### src/design/x86dec_pkg.sv
package x86dec_pkg;

    // Instruction geometry
    localparam int STORE_DEPTH = 6;
    localparam int QUEUE_DEPTH = 2;

    // Opcode patterns (compared after masking)
    localparam logic [7:0] OPC_MOV_RM   = 8'b10001000;
    localparam logic [7:0] OPC_MOV_IMRM = 8'b11000110;
    localparam logic [7:0] OPC_MOV_IMRG = 8'b10110000;
    localparam logic [7:0] OPC_MOV_MACC = 8'b10100000;
    localparam logic [7:0] OPC_MOV_ACCM = 8'b10100010;
    localparam logic [7:0] OPC_ADD_RM   = 8'b00000000;
    localparam logic [7:0] OPC_SUB_RM   = 8'b00101000;
    localparam logic [7:0] OPC_CMP_RM   = 8'b00111000;
    localparam logic [7:0] OPC_ADD_IACC = 8'b00000100;
    localparam logic [7:0] OPC_SUB_IACC = 8'b00101100;
    localparam logic [7:0] OPC_CMP_IACC = 8'b00111100;
    localparam logic [7:0] OPC_GROUP    = 8'b10000000;

    localparam logic [7:0] MASK_TOP6 = 8'hFC;
    localparam logic [7:0] MASK_TOP7 = 8'hFE;
    localparam logic [7:0] MASK_TOP4 = 8'hF0;

    // Group 80..83 sub-operations
    localparam logic [2:0] GRP_ADD = 3'd0;
    localparam logic [2:0] GRP_SUB = 3'd5;
    localparam logic [2:0] GRP_CMP = 3'd7;

    // mod field codes and the direct-address rm
    localparam logic [1:0] MOD_MEM   = 2'd0;
    localparam logic [1:0] MOD_DISP8 = 2'd1;
    localparam logic [1:0] MOD_DISP16 = 2'd2;
    localparam logic [2:0] RM_ABS_ADDR = 3'h6;

    typedef enum logic [1:0] {
        OP_MOV = 2'd0,
        OP_ADD = 2'd1,
        OP_SUB = 2'd2,
        OP_CMP = 2'd3
    } op_kind_t;

    typedef enum logic [2:0] {
        FORM_RM_REG  = 3'd0,
        FORM_IMM_RM  = 3'd1,
        FORM_IMM_REG = 3'd2,
        FORM_MEM_ACC = 3'd3,
        FORM_ACC_MEM = 3'd4,
        FORM_IMM_ACC = 3'd5
    } form_t;

    typedef struct packed {
        logic     known;
        op_kind_t op;
        form_t    form;
    } class_t;

    // Raw instruction word handed from front to back
    typedef struct packed {
        logic [STORE_DEPTH-1:0][7:0] bytes;
        logic [2:0]                  len;
    } instr_t;

    // Decoded result word
    typedef struct packed {
        logic [1:0]  op_kind;
        logic [2:0]  form;
        logic        dir_bit;
        logic        wide;
        logic [1:0]  mode;
        logic [2:0]  reg_field;
        logic [2:0]  rm_field;
        logic [15:0] displacement;
        logic [15:0] value;
        logic [2:0]  length;
        logic        unknown;
    } result_t;

    // Opcode classification from the first byte
    function automatic class_t classify(input logic [7:0] b);
        class_t c;
        c.known = 1'b1;
        c.op    = OP_MOV;
        c.form  = FORM_RM_REG;
        if ((b & MASK_TOP6) == OPC_MOV_RM)
        begin
            c.op = OP_MOV; c.form = FORM_RM_REG;
        end
        else if ((b & MASK_TOP7) == OPC_MOV_IMRM)
        begin
            c.op = OP_MOV; c.form = FORM_IMM_RM;
        end
        else if ((b & MASK_TOP4) == OPC_MOV_IMRG)
        begin
            c.op = OP_MOV; c.form = FORM_IMM_REG;
        end
        else if ((b & MASK_TOP7) == OPC_MOV_MACC)
        begin
            c.op = OP_MOV; c.form = FORM_MEM_ACC;
        end
        else if ((b & MASK_TOP7) == OPC_MOV_ACCM)
        begin
            c.op = OP_MOV; c.form = FORM_ACC_MEM;
        end
        else if ((b & MASK_TOP6) == OPC_ADD_RM)
        begin
            c.op = OP_ADD; c.form = FORM_RM_REG;
        end
        else if ((b & MASK_TOP6) == OPC_SUB_RM)
        begin
            c.op = OP_SUB; c.form = FORM_RM_REG;
        end
        else if ((b & MASK_TOP6) == OPC_CMP_RM)
        begin
            c.op = OP_CMP; c.form = FORM_RM_REG;
        end
        else if ((b & MASK_TOP7) == OPC_ADD_IACC)
        begin
            c.op = OP_ADD; c.form = FORM_IMM_ACC;
        end
        else if ((b & MASK_TOP7) == OPC_SUB_IACC)
        begin
            c.op = OP_SUB; c.form = FORM_IMM_ACC;
        end
        else if ((b & MASK_TOP7) == OPC_CMP_IACC)
        begin
            c.op = OP_CMP; c.form = FORM_IMM_ACC;
        end
        else if ((b & MASK_TOP6) == OPC_GROUP)
        begin
            c.op = OP_MOV; c.form = FORM_IMM_RM;
        end
        else
        begin
            c.known = 1'b0;
        end
        return c;
    endfunction

    // Displacement bytes implied by a mod-reg-rm byte
    function automatic logic [1:0] disp_bytes(input logic [7:0] modrm);
        logic [1:0] n;
        n = 2'd0;
        if (modrm[7:6] == MOD_DISP8)
        begin
            n = 2'd1;
        end
        else if (modrm[7:6] == MOD_DISP16)
        begin
            n = 2'd2;
        end
        else if (modrm[7:6] == MOD_MEM && modrm[2:0] == RM_ABS_ADDR)
        begin
            n = 2'd2;
        end
        return n;
    endfunction

    // Immediate bytes of C6/C7 and the 80..83 group
    function automatic logic [1:0] imm_bytes(input logic [7:0] b0);
        logic [1:0] k;
        if ((b0 & MASK_TOP7) == OPC_MOV_IMRM)
        begin
            k = b0[0] ? 2'd2 : 2'd1;
        end
        else
        begin
            k = (!b0[1] && b0[0]) ? 2'd2 : 2'd1;
        end
        return k;
    endfunction

endpackage

### src/design/x86dec_front.sv
module x86dec_front (
    input  logic                   clk,
    input  logic                   rst_n,
    input  logic                   push,
    input  logic [7:0]             in_byte,
    input  logic                   q_full,
    output logic                   q_push,
    output x86dec_pkg::instr_t     q_data
);
    import x86dec_pkg::*;

    logic [7:0] store_reg [STORE_DEPTH];
    logic [2:0] held_reg, held_next;
    logic [2:0] needed_reg, needed_next;

    logic       take;
    logic [7:0] b0;
    class_t     cls;
    logic       w;
    logic [2:0] need;
    logic [2:0] held_inc;

    assign take     = push && !q_full;
    assign b0       = (held_reg == 3'd0) ? in_byte : store_reg[0];
    assign cls      = classify(b0);
    assign w        = (cls.form == FORM_IMM_REG) ? b0[3] : b0[0];
    assign held_inc = held_reg + 3'd1;

    // Total length: known from the opcode, or from the mod-reg-rm byte
    always_comb
    begin
        if (needed_reg != 3'd0) begin
            need = needed_reg;
        end else begin
            need = 3'd2 + {1'b0, disp_bytes(in_byte)}
                 + ((cls.form == FORM_IMM_RM) ? {1'b0, imm_bytes(b0)} : 3'd0);
        end
    end

    // Completion and count update
    always_comb
    begin
        held_next   = held_reg;
        needed_next = needed_reg;
        q_push      = 1'b0;
        q_data.len  = need;
        for (int i = 0; i < STORE_DEPTH; i++) begin
            q_data.bytes[i] = (held_reg == 3'(i)) ? in_byte : store_reg[i];
        end
        if (take) begin
            if (held_reg == 3'd0) begin
                if (!cls.known) begin
                    q_push      = 1'b1;
                    q_data.len  = 3'd1;
                    held_next   = 3'd0;
                    needed_next = 3'd0;
                end else begin
                    held_next = 3'd1;
                    case (cls.form)
                        FORM_IMM_REG, FORM_IMM_ACC: needed_next = 3'd2 + {2'b00, w};
                        FORM_MEM_ACC, FORM_ACC_MEM: needed_next = 3'd3;
                        default:                    needed_next = 3'd0;
                    endcase
                end
            end else if (held_inc == need) begin
                q_push      = 1'b1;
                held_next   = 3'd0;
                needed_next = 3'd0;
            end else begin
                held_next   = held_inc;
                needed_next = need;
            end
        end
    end

    // Count registers
    always_ff @(posedge clk or negedge rst_n)
    begin
        if (!rst_n) begin
            held_reg   <= 3'd0;
            needed_reg <= 3'd0;
        end else begin
            held_reg   <= held_next;
            needed_reg <= needed_next;
        end
    end

    // Byte buffer
    always_ff @(posedge clk)
    begin
        if (take) begin
            store_reg[held_reg] <= in_byte;
        end
    end

`ifndef SYNTHESIS
    a_held_range: assert property (@(posedge clk) disable iff (!rst_n)
        held_reg <= 3'd5)
        else $error("front: byte count beyond longest instruction");

    a_needed_valid: assert property (@(posedge clk) disable iff (!rst_n)
        needed_reg != 3'd1 && needed_reg <= 3'd6)
        else $error("front: bad pending length");
`endif

endmodule

### src/design/x86dec_queue.sv
module x86dec_queue #(
    parameter int DEPTH = x86dec_pkg::QUEUE_DEPTH
) (
    input  logic                   clk,
    input  logic                   rst_n,
    input  logic                   push,
    input  x86dec_pkg::instr_t     wdata,
    output logic                   full,
    input  logic                   pop,
    output logic                   valid,
    output x86dec_pkg::instr_t     rdata
);
    import x86dec_pkg::*;

    localparam int PtrW = (DEPTH > 1) ? $clog2(DEPTH) : 1;
    localparam int CntW = $clog2(DEPTH + 1);

    instr_t            mem_reg [DEPTH];
    logic [PtrW-1:0]   wr_ptr_reg, wr_ptr_next;
    logic [PtrW-1:0]   rd_ptr_reg, rd_ptr_next;
    logic [CntW-1:0]   count_reg, count_next;
    logic              do_push, do_pop;

    assign full    = (count_reg == CntW'(DEPTH));
    assign valid   = (count_reg != '0);
    assign rdata   = mem_reg[rd_ptr_reg];
    assign do_push = push && !full;
    assign do_pop  = pop && valid;

    // Pointer and occupancy update
    always_comb
    begin
        wr_ptr_next = wr_ptr_reg;
        rd_ptr_next = rd_ptr_reg;
        count_next  = count_reg;
        if (do_push) begin
            wr_ptr_next = (wr_ptr_reg == PtrW'(DEPTH - 1)) ? '0 : wr_ptr_reg + 1'b1;
        end
        if (do_pop) begin
            rd_ptr_next = (rd_ptr_reg == PtrW'(DEPTH - 1)) ? '0 : rd_ptr_reg + 1'b1;
        end
        if (do_push && !do_pop) begin
            count_next = count_reg + 1'b1;
        end else if (do_pop && !do_push) begin
            count_next = count_reg - 1'b1;
        end
    end

    always_ff @(posedge clk or negedge rst_n)
    begin
        if (!rst_n) begin
            wr_ptr_reg <= '0;
            rd_ptr_reg <= '0;
            count_reg  <= '0;
        end else begin
            wr_ptr_reg <= wr_ptr_next;
            rd_ptr_reg <= rd_ptr_next;
            count_reg  <= count_next;
        end
    end

    // Storage
    always_ff @(posedge clk)
    begin
        if (do_push) begin
            mem_reg[wr_ptr_reg] <= wdata;
        end
    end

`ifndef SYNTHESIS
    a_count_range: assert property (@(posedge clk) disable iff (!rst_n)
        count_reg <= CntW'(DEPTH))
        else $error("queue: occupancy beyond depth");
`endif

endmodule

### src/design/x86dec_back.sv
module x86dec_back (
    input  logic                   clk,
    input  logic                   rst_n,
    input  logic                   in_valid,
    input  x86dec_pkg::instr_t     in_instr,
    output logic                   in_take,
    output logic                   empty,
    input  logic                   pop,
    output x86dec_pkg::result_t    result
);
    import x86dec_pkg::*;

    logic    valid_reg, valid_next;
    result_t result_reg;
    result_t dec;

    logic [7:0] b0, m;
    class_t     cls;
    logic [1:0] n;
    logic [1:0] k;
    logic [2:0] at;
    logic [7:0] ib;

    assign b0  = in_instr.bytes[0];
    assign m   = in_instr.bytes[1];
    assign cls = classify(b0);
    assign n   = disp_bytes(m);
    assign k   = imm_bytes(b0);
    assign at  = 3'd2 + {1'b0, n};
    assign ib  = in_instr.bytes[at];

    // Field extraction
    always_comb
    begin
        dec              = '0;
        dec.length       = in_instr.len;
        dec.unknown      = !cls.known;
        if (cls.known) begin
            dec.op_kind = cls.op;
            dec.form    = cls.form;
            dec.wide    = (cls.form == FORM_IMM_REG) ? b0[3] : b0[0];
            case (cls.form)
                FORM_RM_REG, FORM_IMM_RM:
                begin
                    dec.mode      = m[7:6];
                    dec.reg_field = m[5:3];
                    dec.rm_field  = m[2:0];
                    dec.dir_bit   = b0[1];
                    if (n == 2'd1) begin
                        dec.displacement = {{8{in_instr.bytes[2][7]}}, in_instr.bytes[2]};
                    end else if (n == 2'd2) begin
                        dec.displacement = {in_instr.bytes[3], in_instr.bytes[2]};
                    end
                    if (cls.form == FORM_IMM_RM) begin
                        if (k == 2'd2) begin
                            dec.value = {in_instr.bytes[at + 3'd1], ib};
                        end else if ((b0 & MASK_TOP6) == OPC_GROUP && b0[1:0] == 2'b11) begin
                            dec.value = {{8{ib[7]}}, ib};
                        end else begin
                            dec.value = {8'h00, ib};
                        end
                        if ((b0 & MASK_TOP6) == OPC_GROUP) begin
                            if (m[5:3] == GRP_ADD) begin
                                dec.op_kind = OP_ADD;
                            end else if (m[5:3] == GRP_SUB) begin
                                dec.op_kind = OP_SUB;
                            end else if (m[5:3] == GRP_CMP) begin
                                dec.op_kind = OP_CMP;
                            end else begin
                                dec.op_kind = OP_MOV;
                                dec.unknown = 1'b1;
                            end
                        end
                    end
                end
                FORM_IMM_REG, FORM_IMM_ACC:
                begin
                    if (cls.form == FORM_IMM_REG) begin
                        dec.reg_field = b0[2:0];
                    end
                    dec.value = dec.wide ? {in_instr.bytes[2], in_instr.bytes[1]}
                                         : {8'h00, in_instr.bytes[1]};
                end
                default:
                begin
                    dec.dir_bit = b0[1];
                    dec.value   = {in_instr.bytes[2], in_instr.bytes[1]};
                end
            endcase
        end
    end

    // Output register: refill when empty or being drained
    assign in_take = in_valid && (!valid_reg || pop);
    assign empty   = !valid_reg;
    assign result  = result_reg;

    always_comb
    begin
        valid_next = valid_reg;
        if (in_take) begin
            valid_next = 1'b1;
        end else if (pop) begin
            valid_next = 1'b0;
        end
    end

    always_ff @(posedge clk or negedge rst_n)
    begin
        if (!rst_n) begin
            valid_reg <= 1'b0;
        end else begin
            valid_reg <= valid_next;
        end
    end

    always_ff @(posedge clk)
    begin
        if (in_take) begin
            result_reg <= dec;
        end
    end

`ifndef SYNTHESIS
    a_len_range: assert property (@(posedge clk) disable iff (!rst_n)
        valid_reg |-> (result_reg.length != 3'd0 && result_reg.length <= 3'd6))
        else $error("back: result length out of range");

    a_load_src: assert property (@(posedge clk) disable iff (!rst_n)
        $rose(valid_reg) |-> $past(in_valid))
        else $error("back: result appeared without a queued word");
`endif

endmodule

### src/design/x86_16_mov_alu_instruction_decoder.sv
// With the output register free, the last byte of an instruction is queued, then the
//   result register loads its decode and empty falls.
// Throughput: one byte per cycle unless full; full rises only when the queue fills.
// Reset (rst_n, async, active low) clears the byte count, pending length, queue
//   pointers and output valid; the byte buffer and payload registers are not reset.
module x86_16_mov_alu_instruction_decoder #(
    parameter int QueueDepth = x86dec_pkg::QUEUE_DEPTH
) (
    input  logic               clk,
    input  logic               rst_n,
    input  logic               push,
    output logic               full,
    input  logic [7:0]         in_byte,
    output logic               empty,
    input  logic               pop,
    output logic [1:0]         op_kind,
    output logic [2:0]         form,
    output logic               dir_bit,
    output logic               wide,
    output logic [1:0]         mode,
    output logic [2:0]         reg_field,
    output logic [2:0]         rm_field,
    output logic signed [15:0] displacement,
    output logic [15:0]        value,
    output logic [2:0]         length,
    output logic               unknown
);
    import x86dec_pkg::*;

    logic    q_push, q_full, q_valid, q_take;
    instr_t  q_wdata, q_rdata;
    result_t res;

    // Byte collector
    x86dec_front u_front (
        .clk     (clk),
        .rst_n   (rst_n),
        .push    (push),
        .in_byte (in_byte),
        .q_full  (q_full),
        .q_push  (q_push),
        .q_data  (q_wdata)
    );

    // Instruction queue
    x86dec_queue #(
        .DEPTH (QueueDepth)
    ) u_queue (
        .clk   (clk),
        .rst_n (rst_n),
        .push  (q_push),
        .wdata (q_wdata),
        .full  (q_full),
        .pop   (q_take),
        .valid (q_valid),
        .rdata (q_rdata)
    );

    // Field decoder and result register
    x86dec_back u_back (
        .clk      (clk),
        .rst_n    (rst_n),
        .in_valid (q_valid),
        .in_instr (q_rdata),
        .in_take  (q_take),
        .empty    (empty),
        .pop      (pop),
        .result   (res)
    );

    assign full         = q_full;
    assign op_kind      = res.op_kind;
    assign form         = res.form;
    assign dir_bit      = res.dir_bit;
    assign wide         = res.wide;
    assign mode         = res.mode;
    assign reg_field    = res.reg_field;
    assign rm_field     = res.rm_field;
    assign displacement = res.displacement;
    assign value        = res.value;
    assign length       = res.length;
    assign unknown      = res.unknown;

endmodule

### config.mk
export PLATFORM = sky130hd
export DESIGN_NAME = x86_16_mov_alu_instruction_decoder
export DESIGN_NICKNAME = d
export VERILOG_FILES = /design/src/design/x86dec_pkg.sv /design/src/design/x86dec_front.sv /design/src/design/x86dec_queue.sv /design/src/design/x86dec_back.sv /design/src/design/x86_16_mov_alu_instruction_decoder.sv
export SDC_FILE = /design/constraint.sdc
export NUM_CORES = 1
export LEC_CHECK = 0
export ABC_CLOCK_PERIOD_IN_PS = 7100
export BUFFER_PORTS_ARGS = -buffer_cell sky130_fd_sc_hd__buf_2
export CAP_MARGIN = 30
export CORE_MARGIN = 5
export CORE_UTILIZATION = 55
export CTS_CLUSTER_DIAMETER = 200
export DETAILED_ROUTE_END_ITERATION = 10
export PLACE_DENSITY = 0.73
export SLEW_MARGIN = 20
export SYNTH_ARGS = -nofsm -noshare
export SYNTH_HDL_FRONTEND = slang
export SYNTH_HIERARCHICAL = 1
export SYNTH_SLANG_ARGS = --single-unit
### constraint.sdc
create_clock -name clk -period 7.1 [get_ports clk]
set_input_delay 1.42 -clock clk [delete_from_list [all_inputs] [get_ports clk]]
set_output_delay 1.42 -clock clk [all_outputs]
set_load 0.03 [all_outputs]
==> results of run 1 <==
cells by family (layout without fill, tap and decap cells):
logic type                 after synthesis  after routing  synth area share, %
DFF                                    212            212                 61.4
and+or+nand+nor                        188            188                 10.7
AOI/OAI and AO/OA                      124            124                 8.69
muxes                                  110            110                 13.7
buffers and inverters                   64            135                 3.73
adders and majority gates                9              9                 1.09
xor gates and xnor gates                 9              9                0.766
power groups by stage:
stage,logic [mW],registers [mW],clock network (mW)
after floorplan,1.62,2.27,0
after global placement,2.23,2.03,0
after detailed placement,2.28,2.05,0
after CTS,2.30,2.03,1.17
after global routing,2.47,2.06,1.23
final,2.30,2.02,1.15
worst paths after layout:
check / from / endpoint / slack [ns] / cells after the start
max reg2reg: u_front/held_reg[0] / u_queue/mem_reg[1][23] / 1.35 / 17
max in group asynchronous: rst_n / u_queue/rd_ptr_reg / 6.09 / 1
min reg2reg: u_queue/count_reg[1] / u_queue/count_reg[1] / 0.49 / 1
min in group asynchronous: rst_n / u_front/held_reg[2] / 0.78 / 1
max: u_front/held_reg[0] / u_queue/mem_reg[1][23] / 1.35 / 17
min: u_queue/count_reg[1] / u_queue/count_reg[1] / 0.49 / 1
metal layers:
layer	global-route usage, %	share of wire, %	vias up
li1	-	-	2859
met1	26.5	44	2954
met2	29.7	46	247
met3	3.15	7.0	48
met4	6.26	2.9	0
met5	0	0	-
per-stage QoR:
| step | setup WS [ns] | util, % | area [sq um] |
|---|---|---|---|
| after floorplan | 0.757 | - | 10300 |
| after global placement | 1.63 | 57.5 | 10700 |
| after detailed placement | 1.45 | 57.6 | 10700 |
| after CTS | 1.41 | 61.5 | 11400 |
| after global routing | 1.07 | 61.5 | 11400 |
| final | 1.35 | 61.5 | 11400 |
area by class of cell:
type	instances	area, sq um	area share, %
sequential	212	6310	55.2
timing repair buffer	73	395	3.46
inverter	22	82.6	0.722
tap	234	293	2.56
clock inverter	13	149	1.30
multi-input combinational	440	3610	31.6
clock buffer	27	591	5.17
synth_stat cells (8+ instances only):
library cell,number
nor3_1,8
o21ai_0,13
a21oi_1,23
clkbuf_1,17
mux2_2,41
nor2_1,29
buf_2,8
nand2b_1,12
mux2_4,49
edfxtp_1,201
o31ai_1,16
o32ai_1,8
mux2i_1,19
dfrtp_1,11
a22o_1,10
a31oi_1,9
inv_1,22
o22ai_1,8
nor3_2,18
nand2_1,57
ha_1,9
nand3_1,16
==> impl_metrics.json, run 1 <==
{
  "status": "completed",
  "p_per_area_mw_per_mm2": 479,
  "post_drt_wl_per_cell_microns": 20.1,
  "synth-main-ff-cell": "edfxtp_1",
  "fin_skew_ns": 0.00774,
  "yosys_register_bits": 212,
  "die_x_microns": 147,
  "placedCellCount": 981,
  "antenna_left": 0,
  "path_delay_family": "simple AND/OR/NAND/NOR gates",
  "clk_pin_slew_ns": 0.06,
  "cpPeakStageDelay_ns": 0.65,
  "crit_type": "flip-flop to flip-flop",
  "core_sq_mm": 0.0186,
  "initial_utilization_pct": 55.4,
  "overflow": 0,
  "nFillCells": 1386,
  "synth-edff-count": 201,
  "vias": 6108,
  "synth_cell_types": 72,
  "startpoint_type": "flip-flop",
  "hpwlAfterDp_mm": 14.0,
  "nNetsFinal": 792,
  "synth_nets": 737,
  "p_seq_share_pct": 37.0,
  "ios": 65,
  "synth_warnings": 6,
  "slowest_stage": "and3_2",
  "synth_top_cell_by_area": "edfxtp_1",
  "synth_area_sq_mm": 0.0103,
  "synthToLayoutAreaGrowth_pct": 11.2,
  "cts_tree": "done",
  "max-clock-path-buffers": 3,
  "grt_first_pass_wirelength_mm": 32.4,
  "rows": 50,
  "hold_slack_ns": 0.495,
  "critPathCaptureType": "flip-flop",
  "max_freq_ghz": 0.174,
  "power.internal_mw": 3.40,
  "viasPerCell": 5.98,
  "cts.repair.resized": 0,
  "finalSetupTns_ns": 0,
  "path_cells": "inv_1, ha_1, nand2b_1, mux2i_4, mux2i_1, a31oi_1, nand3_1, ha_1, inv_1, ha_1, xnor2_1, a21oi_1, xnor2_1, nand3_1, o21bai_1, and3_2, buf_4",
  "timing_hold_violations_final": 0,
  "power_switching_mw": 2.08,
  "fp.dieH_microns": 147,
  "power_mw": 5.47,
  "final_cell_mix": "edfxtp_1 (201), buf_2 (64), nand2_1 (57)",
  "pwr-share-clk_pct": 21.0,
  "path_common_cell": "ha_1",
  "port-buffer-count": 64,
  "place_congestion": 0.918,
  "layout.cells.most_common": "edfxtp_1",
  "drt_iter0_markers": 555,
  "root_buffer": "clkbuf_16",
  "largest_register_ffs": 102,
  "ir_drop_v": 0.000211,
  "hold_class": "flip-flop to flip-flop",
  "grt_max_degree": 53,
  "numCtsBuffers": 22,
  "clk_latency_ns": 0.50,
  "wirelength_mm": 20.5,
  "cts-hold-fix-buffers": 0,
  "die_area_sq_mm": 0.0215,
  "stdcell_count": 1021,
  "crit_buf_inv": 3,
  "syn_inst": 716,
  "setup_viol": 0,
  "maxCapViolCount": 0,
  "netlist.area_leader.share_pct": 58.7,
  "cts.sinks": 212,
  "crit_fanout": 28,
  "drcViolationCount": 0,
  "grt_pass1_vias": 5958,
  "p_sw_share_pct": 37.9,
  "worstMarginPinSlew_ns": 0.943,
  "cp.required_ns": 7.26,
  "htree_levels": 1,
  "leakagePower_nw": 4.23,
  "p_comb_share_pct": 42.1,
  "post_cts.repair.setup_buffers": 0,
  "rsz0062_at_grt": "no",
  "async_flop_share_pct": 5.19,
  "relSlewSlack_pct": 36.8,
  "antenna_found_initial": 0,
  "finalCritPeriodShare_pct": 81.0,
  "insertedDiodeCount": 0,
  "ys_top_cells_by_area": "edfxtp_1 (59%), mux2_4 (7.2%), mux2_2 (4.5%)",
  "critPathArrivalTime_ns": 5.92,
  "postSynthAreaPerCell_sq_um": 14.4,
  "slew_viol_final": 0,
  "grt_util_all_layers_pct": 18.7,
  "post_route_cells_drive_above_1_share_pct": 30.1,
  "dr.pass1.iters": 5,
  "finalCriticalPeriod_ns": 5.75,
  "ys_seq_area_share_pct": 61.4
}
(Power assumes the default switching activity.)
==> inputs of run 2 (changes only) <==
Settings changed: ABC_CLOCK_PERIOD_IN_PS 7100 to 6000.
Clock period 7.1 ns to 6 ns, I/O delays scaled along.
==> impl_metrics.json, run 2 (synthesis results as in run 1) <==
{
  "timing_hold_violations_final": 0,
  "die_x_microns": 147,
  "fin_skew_ns": 0.00762,
  "finalSetupTns_ns": 0,
  "cts_tree": "done",
  "rsz0062_at_grt": "no",
  "dr.pass1.iters": 7,
  "place_congestion": 0.900,
  "grt_first_pass_wirelength_mm": 32.9,
  "leakagePower_nw": 4.23,
  "hpwlAfterDp_mm": 14.2,
  "core_sq_mm": 0.0186,
  "crit_fanout": 20,
  "viasPerCell": 6.01,
  "clk_latency_ns": 0.50,
  "overflow": 0,
  "htree_levels": 1,
  "startpoint_type": "flip-flop",
  "antenna_found_initial": 0,
  "status": "completed",
  "relSlewSlack_pct": 43.5,
  "wirelength_mm": 20.6,
  "antenna_left": 0,
  "cts.repair.resized": 0,
  "synthToLayoutAreaGrowth_pct": 11.1,
  "cp.required_ns": 6.18,
  "post_cts.repair.setup_buffers": 0,
  "hold_end": "u_queue/count_reg[1]",
  "vias": 6139,
  "drt_iter0_markers": 682,
  "p_per_area_mw_per_mm2": 565,
  "nFillCells": 1373,
  "grt_max_degree": 53,
  "fp.dieH_microns": 147,
  "grt_pass1_vias": 5989,
  "setup_viol": 0,
  "numCtsBuffers": 22,
  "insertedDiodeCount": 0,
  "hp-start": "u_queue/count_reg[1]",
  "nNetsFinal": 794,
  "critPathArrivalTime_ns": 5.62,
  "final_cell_mix": "edfxtp_1 (201), buf_2 (64), nand2_1 (57)",
  "finalCriticalPeriod_ns": 5.44,
  "layout.cells.most_common": "edfxtp_1",
  "hold_slack_ns": 0.503,
  "initial_utilization_pct": 55.4,
  "maxCapViolCount": 0,
  "ff2ff_setup_slack_ns": 0.56,
  "worstMarginPinSlew_ns": 0.843,
  "ios": 65,
  "grt_util_all_layers_pct": 18.9,
  "cts-hold-fix-buffers": 0,
  "die_area_sq_mm": 0.0215,
  "port-buffer-count": 64,
  "rows": 50,
  "critPathCaptureType": "flip-flop",
  "timing.rr.end": "u_queue/mem_reg[1][18]",
  "r2r_start": "u_front/held_reg[0]",
  "drcViolationCount": 0,
  "cts.sinks": 212,
  "hold_class": "flip-flop to flip-flop",
  "slew_viol_final": 0,
  "max-clock-path-buffers": 3,
  "post_drt_wl_per_cell_microns": 20.2,
  "root_buffer": "clkbuf_16",
  "rr_worst_depth": 17,
  "crit_type": "flip-flop to flip-flop",
  "post_route_cells_drive_above_1_share_pct": 29.9,
  "clk_pin_slew_ns": 0.06,
  "finalCritPeriodShare_pct": 90.7,
  "max_freq_ghz": 0.184,
  "holdPathStages": 1,
  "largest_register_ffs": 102,
  "ir_drop_v": 0.000360
}
[run 2: cell count changes in the layout (fill, tap and decap cells not counted), sizes merged]
cell | previous run | this run
buf | 73 | 75
clkinv | 7 | 8
clkinvlp | 1 | 0
inv | 24 | 22
[run 2: final cells by class]
| class | count | area [sq um] | area share [%] |
|---|---|---|---|
| Sequential cell | 212 | 6310 | 55.2 |
| Multi-Input combinational cell | 440 | 3610 | 31.5 |
| Clock buffer | 27 | 591 | 5.17 |
| Timing Repair Buffer | 75 | 423 | 3.70 |
| Tap cell | 234 | 293 | 2.56 |
| Clock inverter | 11 | 124 | 1.08 |
| Inverter | 22 | 82.6 | 0.722 |
[run 2: per-layer routing]
metal	global-route usage (%)	vias to the layer above	share of wire [%]
li1	-	2864	-
met1	26.4	2946	43
met2	30.2	279	47
met3	3.76	50	7.2
met4	6.16	0	2.9
met5	0	-	0
[run 2: stage by stage]
stage	power [mW]	cells	utilization [%]	instance area, sq um	setup WS [ns]
2_1_floorplan	4.59	716	-	10300	0.726
3_3_place_gp	5.05	982	57.6	10700	0.869
3_5_place_dp	5.14	983	57.7	10700	0.592
4_1_cts	6.49	1021	61.5	11400	0.576
5_1_grt	6.80	1021	61.5	11400	0.136
6_report	6.46	1021	61.5	11400	0.557
[run 2: critical path, cell delays in order (launching register included)]
cell and delay (ns):
dfrtp_1 0.57, inv_1 0.21, ha_1 0.28, nand2b_1 0.61
mux2i_4 0.45, mux2i_1 0.15, a31oi_1 0.37, nand3_1 0.13
ha_1 0.30, inv_1 0.04, ha_1 0.17, xnor2_1 0.15
a21oi_1 0.25, xnor2_1 0.16, nand3_1 0.16, o21bai_1 0.21
and3_2 0.56, buf_4 0.35
[run 2: worst max-delay path by stage]
stage | from | end | slack, ns | depth (start not counted)
after global placement | u_front/held_reg[0] | u_queue/mem_reg[1][11] | 0.87 | 17
after CTS | u_front/held_reg[0] | u_queue/mem_reg[1][13] | 0.58 | 17
after detailed placement | u_front/held_reg[0] | u_queue/mem_reg[1][13] | 0.59 | 17
after global routing | u_front/held_reg[0] | u_queue/mem_reg[1][14] | 0.14 | 17
after floorplan | in_byte[7] | u_queue/mem_reg[0][0] | 0.73 | 16
final | u_front/held_reg[0] | u_queue/mem_reg[1][18] | 0.56 | 17
[run 2: power by group]
group          switching [mW]  leakage, nW  total [mW]  internal, mW
combinational            1.74         1.87        2.73         0.997
clock                   0.510        0.350        1.33         0.822
sequential              0.192         2.01        2.39          2.20
total                    2.44         4.23        6.46          4.02
==> inputs of run 3 (changes only) <==
Settings changed: CORE_ASPECT_RATIO set to 1.25.
==> impl_metrics.json, run 3 (synthesis results as in run 1) <==
{
  "post_drt_wl_per_cell_microns": 20.1,
  "largest_register_ffs": 102,
  "antenna_left": 0,
  "viasPerCell": 5.99,
  "wirelength_mm": 20.5,
  "hold_class": "flip-flop to flip-flop",
  "crit_buf_inv": 3,
  "max_freq_ghz": 0.182,
  "startpoint_type": "flip-flop",
  "ir_drop_v": 0.000397,
  "cts_tree": "done",
  "fp.dieH_microns": 163,
  "cts-hold-fix-buffers": 0,
  "path_delay_family": "simple AND/OR/NAND/NOR gates",
  "power_mw": 6.40,
  "synthToLayoutAreaGrowth_pct": 10.8,
  "antenna_found_initial": 0,
  "crit_path_start": "u_front/held_reg[0]",
  "crit_fanout": 51,
  "r2r_start": "u_front/held_reg[0]",
  "rsz0062_at_grt": "no",
  "post_route_cells_drive_above_1_share_pct": 30.4,
  "path_common_cell": "ha_1",
  "nNetsFinal": 793,
  "grt_max_degree": 53,
  "multi_input_area_sq_mm": 0.00360,
  "cts.sinks": 212,
  "grt_util_all_layers_pct": 18.5,
  "cpPeakStageDelay_ns": 0.64,
  "final_cell_mix": "edfxtp_1 (201), buf_2 (64), nand2_1 (57)",
  "path_cells": "inv_1, ha_1, nand2b_1, mux2i_4, mux2i_1, a31oi_1, nand3_1, ha_1, inv_1, ha_1, xnor2_1, a21oi_1, xnor2_1, nand3_1, o21bai_1, nand2_1, nor2_4, buf_4",
  "hp-start": "u_queue/count_reg[1]",
  "worstMarginPinSlew_ns": 0.891,
  "root_buffer": "clkbuf_16",
  "die_x_microns": 132,
  "slowest_stage": "nand2b_1",
  "relSlewSlack_pct": 40.6,
  "clk_latency_ns": 0.49,
  "drcViolationCount": 0,
  "slew_viol_final": 0,
  "core_sq_mm": 0.0186,
  "die_area_sq_mm": 0.0216,
  "ios": 65,
  "register_area_sq_mm": 0.00631,
  "numCtsBuffers": 21,
  "timing_hold_violations_final": 0,
  "htree_levels": 1,
  "crit_type": "flip-flop to flip-flop",
  "leakagePower_nw": 4.20,
  "rows": 56,
  "cp.required_ns": 6.11,
  "layout.cells.most_common": "edfxtp_1",
  "drt_iter0_markers": 735,
  "port-buffer-count": 64,
  "place_congestion": 0.930,
  "status": "completed",
  "overflow": 0,
  "grt_first_pass_wirelength_mm": 32.1,
  "dr.pass1.iters": 5,
  "critPathArrivalTime_ns": 5.61,
  "hpwlAfterDp_mm": 14.2,
  "insertedDiodeCount": 0,
  "finalCritPeriodShare_pct": 91.8,
  "cts.repair.resized": 0,
  "p_per_area_mw_per_mm2": 562,
  "grt_pass1_vias": 5900,
  "initial_utilization_pct": 55.4,
  "critPathCaptureType": "flip-flop",
  "vias": 6100,
  "max-clock-path-buffers": 3,
  "clk_pin_slew_ns": 0.06,
  "nFillCells": 1374,
  "maxCapViolCount": 0,
  "setup_viol": 0,
  "fin_skew_ns": 0.0176,
  "post_cts.repair.setup_buffers": 0,
  "finalSetupTns_ns": 0,
  "finalCriticalPeriod_ns": 5.51
}
[run 3: area by class of cell]
type | count | share of cell area, %
clock inverters | 15 | 1.49
inverters | 22 | 0.725
repair buffers | 75 | 3.57
flip-flops and latches | 212 | 55.4
well taps | 232 | 2.55
clock buffers | 22 | 4.65
multi-input cells | 440 | 31.6
[run 3: worst paths after layout]
kind                                          end  slack [ns]  depth (start not counted)
setup / recovery           u_queue/mem_reg[0][31]        0.49                         18
hold / removal               u_queue/count_reg[1]        0.49                          1
setup reg to reg           u_queue/mem_reg[0][31]        0.49                         18
hold reg to reg              u_queue/count_reg[1]        0.49                          1
max in group asynchronous      u_queue/rd_ptr_reg        5.22                          1
min in group asynchronous        u_back/valid_reg        0.57                          1
[run 3: metal layers]
| metal | track usage [%] | vias up | part of all wire [%] |
|---|---|---|---|
| li1 | - | 2853 | - |
| met1 | 24.4 | 2903 | 41 |
| met2 | 30.8 | 269 | 48 |
| met3 | 3.15 | 75 | 6.5 |
| met4 | 7.64 | 0 | 4.3 |
| met5 | 0 | - | 0 |
[run 3: through the flow]
stage	cells	instance area [sq um]	setup WS [ns]	util (%)	hold slack, ns
after floorplan	716	10300	0.726	-	0.456
after global placement	980	10700	0.924	57.5	0.476
after detailed placement	981	10700	0.637	57.6	0.480
after CTS	1018	11400	0.585	61.4	0.492
after global routing	1018	11400	0.112	61.4	0.505
final	1018	11400	0.494	61.4	0.491
[run 3: where the power goes]
| part | switching [mW] | total, mW | internal (mW) |
|---|---|---|---|
| Sequential | 0.158 | 2.36 | 2.20 |
| Combinational | 1.76 | 2.74 | 0.984 |
| Clock | 0.520 | 1.30 | 0.776 |
| Total | 2.44 | 6.40 | 3.96 |
